### config.mk
export PLATFORM = sky130hd
export DESIGN_NAME = qrv_row
export DESIGN_NICKNAME = d
export VERILOG_FILES = /design/src/sv/quaternion_rotate_vector_defines.svh /design/src/sv/qrv_pkg.sv /design/src/sv/qrv_row.sv
export SDC_FILE = /design/constraint.sdc
export NUM_CORES = 2
export LEC_CHECK = 0
export BUFFER_PORTS_ARGS = -buffer_cell sky130_fd_sc_hd__buf_4
export CAP_MARGIN = 20
export CORE_MARGIN = 4
export CORE_UTILIZATION = 55
export CTS_BUF_LIST = sky130_fd_sc_hd__clkbuf_4
export CTS_CLUSTER_SIZE = 10
export DETAILED_ROUTE_END_ITERATION = 7
export PLACE_DENSITY = 0.72
export SKIP_CTS_REPAIR_TIMING = 1
export SYNTH_ARGS = -nofsm -noshare
export SYNTH_HDL_FRONTEND = slang
export SYNTH_SLANG_ARGS = --single-unit
### constraint.sdc
create_clock -name aclk -period 9.85 [get_ports aclk]
set_clock_uncertainty 0.2 [all_clocks]
set_input_delay 0.4925 -clock aclk [delete_from_list [all_inputs] [get_ports aclk]]
set_output_delay 0.4925 -clock aclk [all_outputs]
set_load 0.02 [all_outputs]
### src/sv/quaternion_rotate_vector_defines.svh
// assertion macros for the quaternion rotation rtl
// no dependencies; files that check their own logic include this header
`ifndef QUATERNION_ROTATE_VECTOR_DEFINES_SVH
`define QUATERNION_ROTATE_VECTOR_DEFINES_SVH
`ifndef SYNTHESIS
`define QRV_ASSERT(lbl, clk, rstn, prop) \
    lbl: assert property (@(posedge clk) disable iff (!rstn) prop) \
        else $error("qrv assertion failed");
`define QRV_ASSERT_IMPLY(lbl, clk, rstn, ante, cons) \
    lbl: assert property (@(posedge clk) disable iff (!rstn) (ante) |-> (cons)) \
        else $error("qrv implication failed");
`else
`define QRV_ASSERT(lbl, clk, rstn, prop)
`define QRV_ASSERT_IMPLY(lbl, clk, rstn, ante, cons)
`endif
`endif

### src/sv/qrv_pkg.sv
// widths, stage indexes and stream packing for the quaternion rotation pipeline
// no dependencies; used by qrv_row and quaternion_rotate_vector
`default_nettype none
package qrv_pkg;

    localparam int VEC_WIDTH      = 16;
    localparam int QUAT_WIDTH     = 16;
    localparam int QUAT_FRAC_BITS = 14;

    // rotation matrix entries: sums of four 2*QW products
    localparam int MAT_WIDTH  = 2 * QUAT_WIDTH + 3;
    localparam int PROD_WIDTH = MAT_WIDTH + VEC_WIDTH;
    localparam int SUM_WIDTH  = PROD_WIDTH + 2;
    localparam int RND_SHIFT  = 2 * QUAT_FRAC_BITS;
    localparam int QUO_WIDTH  = SUM_WIDTH - RND_SHIFT;

    // pipeline stages
    localparam int NUM_STAGES = 5;
    localparam int STG_QPROD  = 0;
    localparam int STG_MAT    = 1;
    localparam int STG_VPROD  = 2;
    localparam int STG_SUM    = 3;
    localparam int STG_OUT    = 4;

    localparam int IN_FIELDS_W  = 4 * QUAT_WIDTH + 3 * VEC_WIDTH;
    localparam int IN_TDATA_W   = ((IN_FIELDS_W + 7) / 8) * 8;
    localparam int OUT_FIELDS_W = 3 * VEC_WIDTH;
    localparam int OUT_TDATA_W  = ((OUT_FIELDS_W + 7) / 8) * 8;

    typedef logic signed [VEC_WIDTH-1:0] vec_comp_t;
    typedef logic signed [MAT_WIDTH-1:0] mat_entry_t;
    typedef logic [NUM_STAGES-1:0]       stage_en_t;

endpackage
`default_nettype wire

### src/sv/qrv_row.sv
// one row of the rotation: three entry-by-component products, their sum,
// round half up and saturate; depends on qrv_pkg, stage enables from the top level
`default_nettype none
module qrv_row
    import qrv_pkg::*;
(
    input  wire logic       aclk,
    input  wire stage_en_t  stage_en,
    input  wire mat_entry_t mat_0,
    input  wire mat_entry_t mat_1,
    input  wire mat_entry_t mat_2,
    input  wire vec_comp_t  vec_0,
    input  wire vec_comp_t  vec_1,
    input  wire vec_comp_t  vec_2,
    output vec_comp_t       res,
    output logic            ovf
);

    localparam logic signed [SUM_WIDTH-1:0] RND_HALF =
        {{(SUM_WIDTH - RND_SHIFT){1'b0}}, 1'b1, {(RND_SHIFT - 1){1'b0}}};
    localparam vec_comp_t VEC_MAX = {1'b0, {(VEC_WIDTH - 1){1'b1}}};
    localparam vec_comp_t VEC_MIN = {1'b1, {(VEC_WIDTH - 1){1'b0}}};

    logic signed [PROD_WIDTH-1:0] prod_reg [3];
    logic signed [SUM_WIDTH-1:0]  sum_reg;
    logic signed [SUM_WIDTH-1:0]  rnd;
    logic signed [QUO_WIDTH-1:0]  quo;
    logic                         ovf_next;
    vec_comp_t                    res_next;
    vec_comp_t                    res_reg;
    logic                         ovf_reg;

    always_ff @(posedge aclk) begin
        if (stage_en[STG_VPROD]) begin
            prod_reg[0] <= PROD_WIDTH'(mat_0) * PROD_WIDTH'(vec_0);
            prod_reg[1] <= PROD_WIDTH'(mat_1) * PROD_WIDTH'(vec_1);
            prod_reg[2] <= PROD_WIDTH'(mat_2) * PROD_WIDTH'(vec_2);
        end
        if (stage_en[STG_SUM]) begin
            sum_reg <= SUM_WIDTH'(prod_reg[0]) + SUM_WIDTH'(prod_reg[1])
                     + SUM_WIDTH'(prod_reg[2]);
        end
        if (stage_en[STG_OUT]) begin
            res_reg <= res_next;
            ovf_reg <= ovf_next;
        end
    end

    // dropping the low bits of a two's complement value is a floor
    always_comb begin
        rnd      = sum_reg + RND_HALF;
        quo      = rnd[SUM_WIDTH-1:RND_SHIFT];
        ovf_next = !((&quo[QUO_WIDTH-1:VEC_WIDTH-1]) || !(|quo[QUO_WIDTH-1:VEC_WIDTH-1]));
        if (ovf_next) begin
            res_next = quo[QUO_WIDTH-1] ? VEC_MIN : VEC_MAX;
        end else begin
            res_next = quo[VEC_WIDTH-1:0];
        end
    end

    assign res = res_reg;
    assign ovf = ovf_reg;

endmodule
`default_nettype wire

==> results by stage <==
Run status:
- The flow ran to the end, and the final reports show no timing, DRC or antenna violations.

Floorplanning:
- between 150 and 200 I/O pins were placed.
- The die outline area is 0.129 mm^2.
- The floorplan step set the die width to between 300 and 400 um.
- In this run the core area contains 128 standard-cell rows.
- The effective utilization at floorplan is 55.5%.
- The die is 359 um tall.
- The placeable core region is ~0.12 mm^2.

STA:
- The headroom to the max-slew limit is 24.9%.
- Setup slack closes at approximately 2.7 ns.
- The final count of hold timing violations is 0.
- For the pin with the worst max-slew slack, the measured transition is roughly 1.1 ns.
- The number of failing setup endpoints in the final timing report is 0.
- The worst hold margin is 0.0659 ns.
- Setup total negative slack on the finished layout was measured at 0 ns.
- The total count of max-transition violations in the final report is 0.
- The final critical path takes up ~72% of the cycle.
- The final critical delay including setup and external delays is 7.13 ns.
- Setup repair after global routing left no endpoint under its margin.
- The timing-limited maximum frequency is roughly 140 MHz.

Setup path:
- The number of buffers and inverters on the critical path is 4.
- The origin of the critical flop-to-flop path is sum_reg[32]$_DFFE_PP_.
- In this design, the largest share of critical-path delay is due to adder cells.
- The minimum setup slack among reg-to-reg paths is 5.58 ns.
- The dominant cell type by count on the critical path is sky130_fd_sc_hd__fa_1.
- The largest individual stage delay along the critical path comes from the cell sky130_fd_sc_hd__o41ai_1.
- The reg-to-reg endpoint is res[7]$_DFFE_PP_.
- The startpoint-to-endpoint class of the critical path is in2reg.
- The arrival time of data at the critical path endpoint is 7.38 ns.
- The worst endpoint required time is between 10 and 15 ns.
- The maximum net fanout on the critical path is 35.
- The critical path endpoint category is a flop.
- The timing endpoint of the critical path is prod_reg[0][45]$_DFFE_PP_.
- STA classifies the critical path startpoint as a primary input.
- The critical path depth in cells is 21.
- The signal on the critical path passes through buf_4, nand2_1, fa_1, inv_1, fa_1, fa_1, fa_1, fa_1, inv_1, fa_1, inv_1, ha_1, a21o_1, a21o_1, a2111oi_1, o211a_1, a211o_1, a21oi_1, o41ai_1, o21ai_1, xor2_1.
- The peak per-stage delay on the critical path is a little under 0.8 ns.
- In this run the worst setup path begins at vec_0[7].
- The number of cells on the worst reg-to-reg path is 9.

CTS:
- The cell sitting at the root of the clock tree is a sky130_fd_sc_hd__clkbuf_4.
- For the worst-skew pair, the clock arrives at the later sink with an insertion delay of approximately 0.67 ns.
- TritonCTS built the clock tree.
- The number of sinks handled by clock tree synthesis is 196.
- The maximum clock insertion buffer count is 2.
- Counting the buffers created by CTS gives 17.
- The clock tree synthesis step divided the H-tree into 4 levels.
- The clock input transition at the sequential cells of the worst setup and hold paths is 0.21 ns.

Route:
- The total wire length after detailed routing is 168000 um.
- The per-cell routed wire length is 19.0 um.
- The remaining design rule violation count is 0.
- The detail route stage leaves a number of antenna-violating nets equal to 0.
- The first detailed-routing pass ran for 6 iterations.
- Dividing the detail-routed via count by the number of cells gives 5.52.
- The overall via count from detail_route is 48800.
- The DRC violation total after the first TritonRoute iteration is 3313.

Placed design:
- The number of I/O port buffers is approximately 170.
- The wire-length estimate of the detail-placed layout is 133000 um.
- The final weighted congestion of routability-driven global placement is 0.905.
- Before CTS, the worst setup slack after placement is 2.09 ns.

Hold path:
- The class of the tightest hold or removal check is in2reg.
- The worst hold path was traced through 2 stages.

Run:
- Max-cap violations in this run came to 0.

Synthesis:
- The proportion of synthesized flip-flops having asynchronous set or reset is 0%.
- The share of synthesized area occupied by flip-flops and latches is 8.68%.
- The number of synthesized flops with an enable pin is about 200.
- The post-synthesis net count is 9521.
- The synthesized netlist cell count is 7316.
- The total of warnings raised by yosys is 0.
- The count of distinct cell types in the synthesized netlist is between 80 and 90.
- In this run the mean area of a mapped cell was slightly above 9 um^2.
- Synthesis inferred 196 register bits.
- Among all flip-flop cells after synthesis, the most frequent one is sky130_fd_sc_hd__edfxtp_1.
- In this run the cell area of the synthesized design comes to 0.0678 mm^2.

Global routing:
- The first-pass GRT wire length is about 280000 um.
- The pin count of the biggest net entering global routing is 85.
- The overall track demand over capacity in global routing is 27.0%.
- The sum of overflow across all layers after global routing is 0.
- The via count of the first global-routing pass is roughly 53000.
- The number of antenna violations at the first check in global routing is 8.

Cells and area:
- The top cell types in the final layout, fill and taps aside, are 1806 x sky130_fd_sc_hd__inv_1, 1634 x sky130_fd_sc_hd__fa_1, 1027 x sky130_fd_sc_hd__nand2_1.
- The register with the most flip-flops in the layout has 153 of them.
- The most common library cell in the layout ignoring fill and taps is sky130_fd_sc_hd__inv_1.
- The area growth from synthesis to layout is 3.79%.
- For this run, the post-layout net count is between 9000 and 10000.
- The fraction of layout instances using a drive strength above 1 is 3.24%.
- The utilization after layout is 57.6%.
worst reg2reg max path, stage by stage (launching register included):
cell and delay, ns:
sky130_fd_sc_hd__edfxtp_1 0.48, sky130_fd_sc_hd__and3_4 0.25, sky130_fd_sc_hd__nand4_2 0.17, sky130_fd_sc_hd__or2_4 0.30
sky130_fd_sc_hd__nor3_4 0.27, sky130_fd_sc_hd__nand3_2 0.12, sky130_fd_sc_hd__xnor2_2 0.73, sky130_fd_sc_hd__inv_1 0.23
sky130_fd_sc_hd__o31ai_4 1.00, sky130_fd_sc_hd__mux2i_1 0.24
layer usage:
layer  part of all wire (%)  up-vias  track usage, %
li1                       -    21400               -
met1                     41    25200            37.0
met2                     49     1853            45.2
met3                    7.1      371            3.72
met4                    3.1        2            7.62
met5                 0.0077        -               0
final cells by class:
cell class / count / area [um^2]
Sequential cell: 196 / 5890
Inverter: 1808 / 6790
Fill cell: 10700 / 51800
Multi-Input combinational cell: 5002 / 54000
Clock inverter: 15 / 195
Tap cell: 1625 / 2030
Timing Repair Buffer: 180 / 1370
Clock buffer: 17 / 128
Antenna cell: 8 / 20.0
stage by stage:
| step | cells | area [um^2] |
|---|---|---|
| 6_report | 8851 | 70400 |
| 5_1_grt | 8845 | 70400 |
| 4_1_cts | 8840 | 70300 |
| 3_5_place_dp | 8808 | 70000 |
| 3_3_place_gp | 8808 | 70000 |
| 2_1_floorplan | 7316 | 67800 |
worst min-delay path by stage:
stage,endpoint,slack (ns),startpoint
detailed placement,res[2]$_DFFE_PP_,0.61,sum_reg[30]$_DFFE_PP_
global placement,res[3]$_DFFE_PP_,0.57,sum_reg[31]$_DFFE_PP_
global route,prod_reg[0][51]$_DFFE_PP_,0.02,mat_1[0]
CTS,res[8]$_DFFE_PP_,-0.05,stage_en[4]
floorplan,ovf$_DFFE_PP_,0.40,stage_en[4]
finish,prod_reg[0][51]$_DFFE_PP_,0.07,mat_1[0]
synthesized netlist by cell type (all sizes together) (5+ instances only):
cell type	n	share of area, %
or3	6	0.063
o21a	33	0.37
o311ai	7	0.090
nand2	1027	5.7
a21o	102	1.1
ha	412	7.6
fa	1634	48
a211oi	18	0.21
and4	11	0.14
and3	23	0.23
nand4	31	0.30
nor3	41	0.34
nor2b	13	0.12
clkbuf	307	1.7
a21oi	189	1.4
mux2i	15	0.22
a211o	8	0.10
o21bai	26	0.29
a31oi	17	0.16
a21boi	9	0.10
xnor2	125	1.6
edfxtp	196	8.7
or2	11	0.11
inv	1808	10
nor3b	10	0.11
xor2	61	0.79
nor2	197	1.1
o21ai	110	0.81
o2111ai	9	0.12
nand2b	31	0.29
and2	682	6.3
nand3	49	0.39
o31ai	12	0.15
o211ai	17	0.19
a221oi	9	0.12
a41oi	5	0.065
logic make-up after synthesis:
group,count (synthesis),synth area share (%)
AO/OA/AOI/OAI,607,5.78
XOR/XNOR,186,2.41
adder cells (fa/ha/maj),2046,55.8
buffers and inverters,2118,11.7
flip-flops,196,8.68
multiplexers,15,0.221
AND/OR/NAND/NOR,2148,15.3
Power is left out: the tool's default activity adds up to more than one toggle a clock period on the data nets, which glitch-free logic cannot reach.
